[config.mk]
export PLATFORM = sky130hd
export DESIGN_NAME = led_module_frame_formatter
export DESIGN_NICKNAME = d
export VERILOG_FILES = /design/src/sv/lmff_pkg.sv /design/src/sv/lmff_bcd.sv /design/src/sv/led_module_frame_formatter.sv
export VERILOG_INCLUDE_DIRS = /design/src /design/src/sv
export SDC_FILE = /design/constraint.sdc
export NUM_CORES = 1
export LEC_CHECK = 0
export BUFFER_PORTS_ARGS = -buffer_cell sky130_fd_sc_hd__buf_4
export CORE_ASPECT_RATIO = 1.5
export CORE_MARGIN = 2
export CORE_UTILIZATION = 35
export DETAILED_ROUTE_END_ITERATION = 10
export PLACE_DENSITY = 0.53
export SYNTH_ARGS = -nofsm -noshare
export SYNTH_HDL_FRONTEND = slang
export SYNTH_SLANG_ARGS = --single-unit
[constraint.sdc]
create_clock -name clk -period 3.2 [get_ports clk]
set_input_delay 0.48 -clock clk [delete_from_list [all_inputs] [get_ports clk]]
set_output_delay 0.48 -clock clk [all_outputs]
set_load 0.05 [all_outputs]
[src/sv/led_module_frame_formatter_assert.svh]
// ----------------------------------------------------------------------------
// LED module frame formatter assertion macros
// Concurrent assertion helpers on clk with the active-low reset as disable.
// ----------------------------------------------------------------------------
`ifndef LED_MODULE_FRAME_FORMATTER_ASSERT_SVH
`define LED_MODULE_FRAME_FORMATTER_ASSERT_SVH
`ifndef SYNTHESIS
// A property that must hold at every clock edge outside reset.
`define LMFF_ASSERT(label, prop) \
    label: assert property (@(posedge clk) disable iff (!rst_n) prop) \
        else $error("lmff: property violated");
// A condition that must never be true outside reset.
`define LMFF_ASSERT_NEVER(label, expr) \
    label: assert property (@(posedge clk) disable iff (!rst_n) !(expr)) \
        else $error("lmff: forbidden condition seen");
`else
`define LMFF_ASSERT(label, prop)
`define LMFF_ASSERT_NEVER(label, expr)
`endif
`endif

[src/sv/lmff_pkg.sv]
// ----------------------------------------------------------------------------
// LED module frame formatter package
// Field widths, command codes, fixed mark positions and shared types.
// ----------------------------------------------------------------------------
package lmff_pkg;

    // Default frame geometry.
    localparam int FRAME_BYTES_DEF = 27;
    localparam int MARK_BYTES_DEF  = 17;
    localparam int ROW_DIGITS_DEF  = 5;

    // Field widths.
    localparam int FUNC_W      = 3;
    localparam int MARK_W      = 5;
    localparam int COLOR_W     = 8;
    localparam int VALUE_W     = 17;
    localparam int POS_OUT_W   = 5;
    localparam int CFG_INDEX_W = 2;
    localparam int CFG_DATA_W  = 8;
    localparam int DIGIT_W     = 4;
    localparam int BIT_CNT_W   = $clog2(VALUE_W);

    // Fixed mark positions.
    localparam int POS_COLON    = 1;
    localparam int POS_UP_DOT   = 2;
    localparam int POS_DOWN_DOT = 3;

    // Offset added to the blank color for an unlit digit.
    localparam logic [COLOR_W-1:0] DIGIT_OFFSET = 8'd8;

    // Configuration register indexes.
    localparam logic [CFG_INDEX_W-1:0] CFG_BLANK_COLOR = 2'd0;
    localparam logic [CFG_INDEX_W-1:0] CFG_FILL_ZERO   = 2'd1;

    // Command codes.
    typedef enum logic [FUNC_W-1:0] {
        FUNC_MARK   = 3'd0,
        FUNC_UPPER  = 3'd1,
        FUNC_LOWER  = 3'd2,
        FUNC_CLEAR  = 3'd3,
        FUNC_UPDATE = 3'd4
    } func_t;

    // Sequencer states.
    typedef enum logic [4:0] {
        ST_IDLE    = 5'b00001,
        ST_CONVERT = 5'b00010,
        ST_DIGITS  = 5'b00100,
        ST_CLEAR   = 5'b01000,
        ST_SEND    = 5'b10000
    } state_t;

    // Control from the sequencer to the decimal converter.
    typedef struct packed {
        logic load;
        logic next_digit;
    } bcd_ctl_t;

endpackage

[src/sv/lmff_bcd.sv]
// ----------------------------------------------------------------------------
// LED module frame formatter decimal converter
// Bit-serial binary to BCD conversion (shift and add three), one input bit per
// cycle, then hands the digits out most significant first, one per request.
// ----------------------------------------------------------------------------
module lmff_bcd #(
    parameter int ROW_DIGITS = lmff_pkg::ROW_DIGITS_DEF
) (
    input  logic                          clk,
    input  logic                          rst_n,
    input  lmff_pkg::bcd_ctl_t            ctl,
    input  logic [lmff_pkg::VALUE_W-1:0]  value,
    output logic                          busy,
    output logic [lmff_pkg::DIGIT_W-1:0]  top_digit
);

    localparam int BCD_W = lmff_pkg::DIGIT_W * ROW_DIGITS;

    logic [lmff_pkg::VALUE_W-1:0]   bits_reg, bits_next;
    logic [BCD_W-1:0]               bcd_reg, bcd_next;
    logic [BCD_W-1:0]               bcd_adj;
    logic [lmff_pkg::BIT_CNT_W-1:0] cnt_reg, cnt_next;
    logic                           busy_reg, busy_next;

    // Add three to every digit of five or more before the doubling shift.
    always_comb
    begin
        for (int d = 0; d < ROW_DIGITS; d++)
        begin
            if (bcd_reg[d*lmff_pkg::DIGIT_W +: lmff_pkg::DIGIT_W] >= 4'd5)
            begin
                bcd_adj[d*lmff_pkg::DIGIT_W +: lmff_pkg::DIGIT_W] =
                    bcd_reg[d*lmff_pkg::DIGIT_W +: lmff_pkg::DIGIT_W] + 4'd3;
            end
            else
            begin
                bcd_adj[d*lmff_pkg::DIGIT_W +: lmff_pkg::DIGIT_W] =
                    bcd_reg[d*lmff_pkg::DIGIT_W +: lmff_pkg::DIGIT_W];
            end
        end
    end

    // Load, convert one bit per cycle, or shift out one digit. Carries out of
    // the top digit are dropped, which keeps the low decimal digits only.
    always_comb
    begin
        bits_next = bits_reg;
        bcd_next  = bcd_reg;
        cnt_next  = cnt_reg;
        busy_next = busy_reg;
        priority if (ctl.load)
        begin
            bits_next = value;
            bcd_next  = '0;
            cnt_next  = '0;
            busy_next = 1'b1;
        end
        else if (busy_reg)
        begin
            bcd_next  = {bcd_adj[BCD_W-2:0], bits_reg[lmff_pkg::VALUE_W-1]};
            bits_next = {bits_reg[lmff_pkg::VALUE_W-2:0], 1'b0};
            cnt_next  = cnt_reg + 1'b1;
            if (cnt_reg == lmff_pkg::BIT_CNT_W'(lmff_pkg::VALUE_W - 1))
            begin
                busy_next = 1'b0;
            end
        end
        else if (ctl.next_digit)
        begin
            bcd_next = {bcd_reg[BCD_W-lmff_pkg::DIGIT_W-1:0], {lmff_pkg::DIGIT_W{1'b0}}};
        end
    end

    // Control state.
    always_ff @(posedge clk or negedge rst_n)
    begin
        if (!rst_n)
        begin
            busy_reg <= 1'b0;
            cnt_reg  <= '0;
        end
        else
        begin
            busy_reg <= busy_next;
            cnt_reg  <= cnt_next;
        end
    end

    // Data shift registers.
    always_ff @(posedge clk)
    begin
        bits_reg <= bits_next;
        bcd_reg  <= bcd_next;
    end

    assign busy      = busy_reg;
    assign top_digit = bcd_reg[BCD_W-1 -: lmff_pkg::DIGIT_W];

endmodule

[src/sv/led_module_frame_formatter.sv]
// A mark write goes straight into the frame store; a number write shifts each value bit through
// the serial decimal converter, hands off, then writes one digit byte each.
// A clear writes every frame byte and an update sends FRAME_BYTES transfers, one byte per
// cycle while the output is taken; both are paced by one frame store access per cycle.
// Items are handled one at a time; the input is ready again once the sequencer is back in idle.
// Reset is asynchronous: marks read 0, digit bytes 8, blank_color and fill_zero are 0.
// ----------------------------------------------------------------------------
// LED module frame formatter
// Keeps the segment module frame, applies mark, number and clear commands,
// and streams the frame out byte by byte on an update command.
// ----------------------------------------------------------------------------
`include "led_module_frame_formatter_assert.svh"

module led_module_frame_formatter #(
    parameter int FRAME_BYTES = lmff_pkg::FRAME_BYTES_DEF,
    parameter int MARK_BYTES  = lmff_pkg::MARK_BYTES_DEF,
    parameter int ROW_DIGITS  = lmff_pkg::ROW_DIGITS_DEF
) (
    input  logic                              clk,
    input  logic                              rst_n,
    // Configuration write channel.
    input  logic                              cfg_valid,
    output logic                              cfg_ready,
    input  logic [lmff_pkg::CFG_INDEX_W-1:0]  cfg_index,
    input  logic [lmff_pkg::CFG_DATA_W-1:0]   cfg_data,
    // Input item channel.
    input  logic                              in_valid,
    output logic                              in_ready,
    input  logic [lmff_pkg::FUNC_W-1:0]       func,
    input  logic [lmff_pkg::MARK_W-1:0]       mark_index,
    input  logic [lmff_pkg::COLOR_W-1:0]      color,
    input  logic [lmff_pkg::VALUE_W-1:0]      value,
    input  logic                              dot_on,
    input  logic                              colon_on,
    // Result channel.
    output logic                              out_valid,
    input  logic                              out_ready,
    output logic [lmff_pkg::COLOR_W-1:0]      frame_byte,
    output logic [lmff_pkg::POS_OUT_W-1:0]    byte_position,
    output logic                              frame_end
);

    localparam int POS_MAX_A = MARK_BYTES + 2 * ROW_DIGITS;
    localparam int POS_MAX   = (POS_MAX_A > FRAME_BYTES) ? POS_MAX_A : FRAME_BYTES;
    localparam int POS_W_RAW = $clog2(POS_MAX + 1);
    localparam int POS_W     = (POS_W_RAW > lmff_pkg::MARK_W) ? POS_W_RAW : lmff_pkg::MARK_W;
    localparam int ADDR_W    = $clog2(FRAME_BYTES);
    localparam int DIG_W     = $clog2(ROW_DIGITS + 1);

    localparam logic [POS_W-1:0] UPPER_BASE = POS_W'(MARK_BYTES);
    localparam logic [POS_W-1:0] LOWER_BASE = POS_W'(MARK_BYTES + ROW_DIGITS);
    localparam logic [POS_W-1:0] LAST_POS   = POS_W'(FRAME_BYTES - 1);

    localparam logic [lmff_pkg::POS_OUT_W-1:0] LAST_OUT_POS =
        lmff_pkg::POS_OUT_W'(FRAME_BYTES - 1);

    lmff_pkg::state_t state_reg, state_next;

    logic [lmff_pkg::COLOR_W-1:0] frame_reg [FRAME_BYTES];

    logic [lmff_pkg::COLOR_W-1:0] blank_color_reg, blank_color_next;
    logic                         fill_zero_reg, fill_zero_next;

    logic [POS_W-1:0]             pos_reg, pos_next;
    logic [DIG_W-1:0]             dig_cnt_reg, dig_cnt_next;
    logic                         leading_reg, leading_next;
    logic                         dot_pend_reg, dot_pend_next;
    logic [lmff_pkg::COLOR_W-1:0] up_dot_reg, up_dot_next;
    logic [lmff_pkg::COLOR_W-1:0] color_reg, color_next;

    logic                           out_valid_reg, out_valid_next;
    logic [lmff_pkg::COLOR_W-1:0]   out_byte_reg, out_byte_next;
    logic [lmff_pkg::POS_OUT_W-1:0] out_pos_reg, out_pos_next;
    logic                           out_end_reg, out_end_next;

    logic                         wr_en;
    logic [POS_W-1:0]             wr_pos;
    logic [lmff_pkg::COLOR_W-1:0] wr_data;

    logic                         in_fire;
    logic                         out_load;
    logic                         send_last;
    logic                         digit_last;
    logic                         digit_blank;
    logic [lmff_pkg::COLOR_W-1:0] blank_digit;
    logic [lmff_pkg::COLOR_W-1:0] dot_color;
    logic [lmff_pkg::COLOR_W-1:0] colon_color;

    lmff_pkg::bcd_ctl_t           bcd_ctl;
    logic                         conv_busy;
    logic [lmff_pkg::DIGIT_W-1:0] top_digit;

    // Serial decimal converter.
    lmff_bcd #(
        .ROW_DIGITS (ROW_DIGITS)
    ) u_bcd (
        .clk       (clk),
        .rst_n     (rst_n),
        .ctl       (bcd_ctl),
        .value     (value),
        .busy      (conv_busy),
        .top_digit (top_digit)
    );

    // Handshakes and shared terms.
    assign cfg_ready   = 1'b1;
    assign in_ready    = (state_reg == lmff_pkg::ST_IDLE);
    assign in_fire     = in_valid && in_ready;
    assign out_load    = (state_reg == lmff_pkg::ST_SEND) && (!out_valid_reg || out_ready);
    assign send_last   = (pos_reg == LAST_POS);
    assign digit_last  = (dig_cnt_reg == DIG_W'(ROW_DIGITS - 1));
    assign digit_blank = leading_reg && !digit_last && (top_digit == '0);
    assign blank_digit = blank_color_reg + lmff_pkg::DIGIT_OFFSET;
    assign dot_color   = dot_on ? color : blank_color_reg;
    assign colon_color = colon_on ? color : blank_color_reg;

    assign bcd_ctl.load = in_fire && ((lmff_pkg::func_t'(func) == lmff_pkg::FUNC_UPPER) ||
                                      (lmff_pkg::func_t'(func) == lmff_pkg::FUNC_LOWER));
    assign bcd_ctl.next_digit = (state_reg == lmff_pkg::ST_DIGITS);

    // Configuration registers.
    always_comb
    begin
        blank_color_next = blank_color_reg;
        fill_zero_next   = fill_zero_reg;
        if (cfg_valid && cfg_ready)
        begin
            if (cfg_index == lmff_pkg::CFG_BLANK_COLOR)
            begin
                blank_color_next = cfg_data;
            end
            else if (cfg_index == lmff_pkg::CFG_FILL_ZERO)
            begin
                fill_zero_next = cfg_data[0];
            end
        end
    end

    // Sequencer and frame store write port.
    always_comb
    begin
        state_next    = state_reg;
        pos_next      = pos_reg;
        dig_cnt_next  = dig_cnt_reg;
        leading_next  = leading_reg;
        dot_pend_next = dot_pend_reg;
        up_dot_next   = up_dot_reg;
        color_next    = color_reg;
        wr_en         = 1'b0;
        wr_pos        = pos_reg;
        wr_data       = blank_digit;
        unique case (state_reg)
            lmff_pkg::ST_IDLE:
            begin
                if (in_fire)
                begin
                    color_next = color;
                    unique case (lmff_pkg::func_t'(func))
                        lmff_pkg::FUNC_MARK:
                        begin
                            wr_en   = ({1'b0, mark_index} < (lmff_pkg::MARK_W + 1)'(MARK_BYTES));
                            wr_pos  = POS_W'(mark_index);
                            wr_data = color;
                        end
                        lmff_pkg::FUNC_UPPER:
                        begin
                            wr_en         = 1'b1;
                            wr_pos        = POS_W'(lmff_pkg::POS_COLON);
                            wr_data       = colon_color;
                            dot_pend_next = 1'b1;
                            up_dot_next   = dot_color;
                            pos_next      = UPPER_BASE;
                            state_next    = lmff_pkg::ST_CONVERT;
                        end
                        lmff_pkg::FUNC_LOWER:
                        begin
                            wr_en         = 1'b1;
                            wr_pos        = POS_W'(lmff_pkg::POS_DOWN_DOT);
                            wr_data       = dot_color;
                            dot_pend_next = 1'b0;
                            pos_next      = LOWER_BASE;
                            state_next    = lmff_pkg::ST_CONVERT;
                        end
                        lmff_pkg::FUNC_CLEAR:
                        begin
                            pos_next   = '0;
                            state_next = lmff_pkg::ST_CLEAR;
                        end
                        lmff_pkg::FUNC_UPDATE:
                        begin
                            pos_next   = '0;
                            state_next = lmff_pkg::ST_SEND;
                        end
                        default:
                        begin
                            state_next = lmff_pkg::ST_IDLE;
                        end
                    endcase
                end
            end
            lmff_pkg::ST_CONVERT:
            begin
                // The upper dot goes in while the converter runs.
                if (dot_pend_reg)
                begin
                    wr_en         = 1'b1;
                    wr_pos        = POS_W'(lmff_pkg::POS_UP_DOT);
                    wr_data       = up_dot_reg;
                    dot_pend_next = 1'b0;
                end
                else if (!conv_busy)
                begin
                    dig_cnt_next = '0;
                    leading_next = !fill_zero_reg;
                    state_next   = lmff_pkg::ST_DIGITS;
                end
            end
            lmff_pkg::ST_DIGITS:
            begin
                // One digit byte per cycle, most significant first.
                wr_en        = (pos_reg < POS_W'(FRAME_BYTES));
                wr_pos       = pos_reg;
                wr_data      = digit_blank ? blank_digit
                                           : (lmff_pkg::COLOR_W'(top_digit) + color_reg);
                leading_next = digit_blank;
                pos_next     = pos_reg + 1'b1;
                dig_cnt_next = dig_cnt_reg + 1'b1;
                if (digit_last)
                begin
                    state_next = lmff_pkg::ST_IDLE;
                end
            end
            lmff_pkg::ST_CLEAR:
            begin
                wr_en    = 1'b1;
                wr_pos   = pos_reg;
                wr_data  = (pos_reg < POS_W'(MARK_BYTES)) ? blank_color_reg : blank_digit;
                pos_next = pos_reg + 1'b1;
                if (send_last)
                begin
                    state_next = lmff_pkg::ST_IDLE;
                end
            end
            lmff_pkg::ST_SEND:
            begin
                if (out_load)
                begin
                    pos_next = pos_reg + 1'b1;
                    if (send_last)
                    begin
                        state_next = lmff_pkg::ST_IDLE;
                    end
                end
            end
            default:
            begin
                state_next = lmff_pkg::ST_IDLE;
            end
        endcase
    end

    // Output register: during a send, loads a frame byte whenever it is empty or being taken.
    always_comb
    begin
        out_byte_next  = out_byte_reg;
        out_pos_next   = out_pos_reg;
        out_end_next   = out_end_reg;
        out_valid_next = out_valid_reg && !out_ready;
        if (out_load)
        begin
            out_valid_next = 1'b1;
            out_byte_next  = frame_reg[pos_reg[ADDR_W-1:0]];
            out_pos_next   = lmff_pkg::POS_OUT_W'(pos_reg);
            out_end_next   = send_last;
        end
    end

    // Control and configuration state.
    always_ff @(posedge clk or negedge rst_n)
    begin
        if (!rst_n)
        begin
            state_reg       <= lmff_pkg::ST_IDLE;
            blank_color_reg <= '0;
            fill_zero_reg   <= 1'b0;
            pos_reg         <= '0;
            dig_cnt_reg     <= '0;
            leading_reg     <= 1'b0;
            dot_pend_reg    <= 1'b0;
            out_valid_reg   <= 1'b0;
        end
        else
        begin
            state_reg       <= state_next;
            blank_color_reg <= blank_color_next;
            fill_zero_reg   <= fill_zero_next;
            pos_reg         <= pos_next;
            dig_cnt_reg     <= dig_cnt_next;
            leading_reg     <= leading_next;
            dot_pend_reg    <= dot_pend_next;
            out_valid_reg   <= out_valid_next;
        end
    end

    // Item and result payload registers.
    always_ff @(posedge clk)
    begin
        up_dot_reg   <= up_dot_next;
        color_reg    <= color_next;
        out_byte_reg <= out_byte_next;
        out_pos_reg  <= out_pos_next;
        out_end_reg  <= out_end_next;
    end

    // Frame store: one write per cycle, reset to blank marks and digit eights.
    always_ff @(posedge clk or negedge rst_n)
    begin
        if (!rst_n)
        begin
            for (int i = 0; i < FRAME_BYTES; i++)
            begin
                frame_reg[i] <= (i < MARK_BYTES) ? '0 : lmff_pkg::DIGIT_OFFSET;
            end
        end
        else
        begin
            for (int i = 0; i < FRAME_BYTES; i++)
            begin
                if (wr_en && (wr_pos == POS_W'(i)))
                begin
                    frame_reg[i] <= wr_data;
                end
            end
        end
    end

    assign out_valid     = out_valid_reg;
    assign frame_byte    = out_byte_reg;
    assign byte_position = out_pos_reg;
    assign frame_end     = out_end_reg;

    // A stalled transfer holds the send pointer.
    `LMFF_ASSERT(a_send_hold, (state_reg == lmff_pkg::ST_SEND) && !out_load |=> $stable(pos_reg))
    // The end flag only marks the last frame position.
    `LMFF_ASSERT(a_end_pos, out_valid && frame_end |-> byte_position == LAST_OUT_POS)
    // No new item while the converter is still running.
    `LMFF_ASSERT_NEVER(a_busy_ready, conv_busy && in_ready)

endmodule
## Word level (Yosys, flattened, before mapping)

Cells that the tools add are included.

- Register bits: 314
- Bits of input ports: 50
- Output and inout port bits: 17
- Logic and storage cells: 226

- Add/sub/neg operators: 10
- Magnitude comparators: 9
- Eq/ne operators: 47
- Muxes and demuxes: 55
- Bitwise logic cells: 2
- Reduce and logical (&&, ||, !) cells: 59

Operator list:

| cell | number |
|---|---|
| $eq A5 B5 Y1 const B | 14 |
| $mux W8 | 8 |
| $mux W5 | 12 |
| $eq A5 B4 Y1 const B | 9 |
| $pmux W5 S3 | 3 |
| $bmux W8 S5 | 1 |
| $mux W20 | 2 |
| $mux W17 | 2 |
| $logic_and A1 B1 Y1 | 33 |
| $pmux W8 S4 | 1 |
| $eq A5 B3 Y1 const B | 5 |
| $pmux W5 S5 | 1 |
| $pmux W8 S3 | 1 |
| $ge A4 B3 Y1 const B | 5 |
| $pmux W5 S4 | 1 |
| $add A4 B2 Y4 const B | 4 |
| $mux W4 | 4 |
| $eq A5 B2 Y1 const B | 3 |
| $lt A5 B5 Y1 const B | 3 |
| $reduce_and A3 Y1 | 4 |
| $add A5 B1 Y5 const B | 2 |
| $eq A5 B1 Y1 const B | 2 |
| $ne A2 B2 Y1 const B | 5 |
| $pmux W5 S2 | 1 |
| other kinds (31) | 56 |

## Logic depth before layout (Yosys ltp)

- Depth after elaboration: 6
- Gate-level depth with buffers: 10
- Gate-level depth less buffers: 9

## Cells and area by module

A second synthesis with hierarchy kept.

- Cell total of the unflattened synthesis: 1242
- Area, all modules: 15985.3 µm²

By module, submodules not included:

| module | times used | cells each | area each (µm²) | sequential area each (µm²) |
|---|---|---|---|---|
| led_module_frame_formatter | 1 | 1021 | 13644.3 | 6945.4 |
| lmff_bcd | 1 | 221 | 2341.0 | 1061.0 |

## Worst setup path before layout

No wires, ideal clock.

- Path type: register to register
- Start: register state_reg[0]
- End: register frame_reg[160] (netlist name)
- Setup time: 125 ps
- Data arrival time: 2939 ps
- Data required time: 3075 ps
- Slack: 137 ps
- Stages on the path, launching flop included: 8
- Buffers on the path: 2
- Clock period less this slack: 3063 ps
- Path through: dfstp_2 clkbuf_1 nor4bb_1 nand2_1 o32ai_1 clkbuf_1 nor4b_4 mux2_2

- Cells in the longest elaborated chain, start to end: 6
- Elaborated cells on any way between the ends: 13
- Classes of those cells: eq/ne: 5; mux: 6; reduce/logical: 2

RTL lines:

| element | RTL line | text |
|---|---|---|
| from (decl) | led_module_frame_formatter.sv:57 | `lmff_pkg::state_t state_reg, state_next;` |
| from (signal assigned) | led_module_frame_formatter.sv:283 | `state_reg <= lmff_pkg::ST_IDLE;` |
| from (signal assigned) | led_module_frame_formatter.sv:294 | `state_reg <= state_next;` |
| $eq A5 B1 Y1 | led_module_frame_formatter.sv:107, led_module_frame_formatter.sv:152 |  |
| $logic_and A1 B1 Y1 | led_module_frame_formatter.sv:108 | `assign in_fire = in_valid && in_ready;` |
| $mux W5 | led_module_frame_formatter.sv:155 | `if (in_fire)` |
| $pmux W5 S2 | led_module_frame_formatter.sv:152 | `unique case (state_reg)` |
| $eq A5 B3 Y1 | led_module_frame_formatter.sv:329 | `if (wr_en && (wr_pos == POS_W'(i)))` |
| $logic_and A1 B1 Y1 | led_module_frame_formatter.sv:329 |  |
| to (signal, indexed assignment) | led_module_frame_formatter.sv:322 | `frame_reg[i] <= (i < MARK_BYTES) ? '0 : lmff_pkg::DIGIT_OFFSET;` |
| to (signal, indexed assignment) | led_module_frame_formatter.sv:331 | `frame_reg[i] <= wr_data;` |
| to (decl) | led_module_frame_formatter.sv:59 | `logic [lmff_pkg::COLOR_W-1:0] frame_reg [FRAME_BYTES];` |

Parallel ways exist; a longest one is shown, timed or not.
A chain may end at the register's enable or synchronous reset.

## Worst setup path in the final report

- Start: register state_reg[3]
- End: register frame_reg[127] (netlist name)

- Cells in the longest elaborated chain, start to end: 6
- Elaborated cells on any way between the ends: 13
- Classes of those cells: eq/ne: 5; mux: 6; reduce/logical: 2

RTL lines:

| element | RTL line |
|---|---|
| $eq A5 B1 Y1 | led_module_frame_formatter.sv:107, led_module_frame_formatter.sv:152 |
| $logic_and A1 B1 Y1 | led_module_frame_formatter.sv:108 |
| $mux W5 | led_module_frame_formatter.sv:155 |
| $pmux W5 S2 | led_module_frame_formatter.sv:152 |
| $eq A5 B4 Y1 | led_module_frame_formatter.sv:329 |
| $logic_and A1 B1 Y1 | led_module_frame_formatter.sv:329 |

Parallel ways exist; a longest one is shown, timed or not.

==> impl_results.md <==
* Status: finished clean
* Dominant cells by area after synthesis: dfrtp_1, mux2_2, edfxtp_1, mux4_2, dfxtp_1
* Gate Count Post-Synth at 1,248
* YS warnings at 0
* Delay-heaviest family, CP: simple AND/OR/NAND/NOR gates
* Hold WS at 171 ps
* Final core occ at 42.3%
* GPL Wtd Cong at 0.881
* CORE AREA at 44,700 sq um
* Post-CTS setup repair buffer count at 0
* Final Cycle Share at 98.1%
* Pin count of the biggest net entering global routing at 86
* Synthesized Nets at 1,321
* Antenna Nets Post-Route at 0
* Vias at 10.8k
* Post-synth top area share at 37.3%
* Syn-to-layout area delta at 19.6%
* Diodes inserted at 0
* Leakage power at 8.31 nW
* CTS root buf: clkbuf_16
* CP cell instances: or4b_4 > or4_1 > o221ai_4 > buf_4 > a21boi_0 > buf_4 > nand4_2 > buf_12 > mux2_2
* H-tree depth at 2
* WP data required at 3600 ps
* Boundary Pins at 67
* Post-synth cell types at 77
* First-pass GRT wire length at 68,100 um
* Max reg flops at 216
* CTS Sinks at 314
* Crit path top cell by count: buf_4
* Setup_tns at 0 ps
* Slew HR at 47.1%
* Syn_area_per_cell at 12.7 sq um
* Post-synth EDFFs at 47
* Register area share after synthesis at 50.6%
* CTS max path bufs at 3
* Synthesis-stage register bit count at 314
* Async set-reset flop share out of synthesis at 78.7%
* RSZ-0062 raised after global routing: false
* Num CTS Buffers at 34
* Clock Latency Late Sink at 530 ps
* Die height at 264 um
* Initial Utilization at 35.4%
* CTS tree: built
* Total buffers and inverters traversed by the critical path at 3
* Die area at 47,000 sq um
* Max-cap violations at 0
* CP startpoint kind: flip-flop
* Crit-path slowest cell: or4_1
* Nets@finish at 1,459
* Ratio of cells with drive above 1 in the final layout at 41.0%
* Wire per inst at 21.9 um
* Drt first pass iters at 4
* Drt via density at 5.40
* Crit-path max FO at 8
* Max VDD drop at 0.000449 V
* Top-count cell post-synth: mux2_2
* GRT overflow at 0
* Cell Area, Synth at 15,800 sq um
* Final setup violating endpoints at 0
* Clock transition at path regs at 70 ps
* Cell taking the most area after synthesis: dfrtp_1
* Setup crit end kind: flip-flop
* Tot Pwr at 17.5 mW
* Tightest Pin Transition at 792 ps
* Min Tclk post-route at 3140 ps
* Total Routed Length at 43,700 um
* Iter 0 DRT Violations at 553
* Total GRT Usage at 19.0%
* Ys flop type: dfrtp_1
* I/O Buffers at 65
* Worst setup path category: flip-flop to flip-flop
* Vias in the first global route at 11.6k
* Post-DP HPWL at 31,200 um
* CP max stage delay at 600 ps
* Worst hold path class: primary input to flip-flop
* Clock Skew at 14.6 ps
* Residual DRC at 0
* Pins Over Slew Limit at 0
* Pwr/cell area at 923 nW/um^2
* WP data arrival at 3540 ps
* Synth cell count leaders: mux2_2, dfrtp_1, nand2_1
* Fmax at 319 MHz
* Final hold viol count at 0
* Initial antenna violation count at 0
* Die Wd at 178 um
* Row cnt at 95
==> cell usage in the layout (no fill, tap or decap), types with 11 or more instances in the layout <==
cell type | synthesis | final
a21oi_1 | 50 | 50
dfrtp_1 | 236 | 234
nand3_1 | 21 | 21
o21ai_0 | 50 | 49
mux2_2 | 265 | 265
nand2b_1 | 20 | 20
dfstp_2 | 11 | 11
o22ai_1 | 18 | 18
xnor2_1 | 15 | 15
mux2i_1 | 14 | 14
clkbuf_16 | 0 | 37
nand2_1 | 57 | 57
edfxtp_1 | 47 | 47
buf_12 | 0 | 16
nor2_1 | 54 | 53
dfxtp_1 | 20 | 20
ha_1 | 22 | 22
a211oi_1 | 13 | 13
nor3_1 | 19 | 18
inv_1 | 32 | 32
buf_4 | 1 | 159
mux4_2 | 40 | 40
==> stage by stage <==
step           instance area, sq um  instances  setup WS (ps)
4_1_cts                       18900       1991           18.6
2_1_floorplan                 15800       1248            137
5_1_grt                       18900       1991          0.932
3_5_place_dp                  17800       1931          -52.0
6_report                      18900       1991           60.4
3_3_place_gp                  17800       1931          -29.1
==> worst paths after layout <==
path / endpoint / from / slack, ps / cells past startpoint
min reg2reg: frame_reg[198] / frame_reg[198] / 500 / 1
min in group asynchronous: frame_reg[99] / rst_n / 570 / 2
min: color_reg[3] / color[3] / 170 / 1
max reg2reg: frame_reg[127] / state_reg[3] / 60 / 9
max: frame_reg[127] / state_reg[3] / 60 / 9
max in group asynchronous: frame_reg[19] / rst_n / 1750 / 3
==> cell families after synthesis <==
kind of cell	count (synthesis)	share of synthesized area [%]
and+or+nand+nor	240	8.59
AOI/OAI and AO/OA	220	9.52
xor gates and xnor gates	22	1.22
adders and majority gates	23	1.87
DFF	314	50.6
muxes	319	25.4
buffers and inverters	109	2.74
other	1	0.0237
==> cell type report <==
type | instances | area, sq um
clock buffers | 52 | 1060
clock inverters | 7 | 40.0
fillers | 4235 | 25800
inverters | 34 | 128
multi-input cells | 825 | 7410
flip-flops and latches | 314 | 8010
well taps | 582 | 728
repair buffers | 177 | 1540
==> where the power goes <==
part	internal, mW	leakage (nW)	switching [mW]	total, mW
registers	5.32	3.89	0.747	6.07
clock network	2.29	0.533	1.62	3.91
logic	3.25	3.88	4.24	7.49
==> timing repair <==
action	CTS	global route
endpoints found under the hold margin	32	0
hold buffers	1	0
setup endpoints to repair	0	116
resized for setup	0	3
==> metal layers <==
metal	track usage, %	vias up	routed length, um
li1	-	4950	-
met1	21.3	5513	16800
met2	35.0	206	23500
met3	2.38	90	1170
met4	9.11	0	2160
met5	0	-	0
==> worst reg2reg max path: cells and delay by family (launching register included) <==
kind	cells	cell delay, ps
buf+inv	3	570
flops	1	390
simple gates	3	1340
mux	1	270
compound gates	2	450
Power figures use the tool's default switching activity.
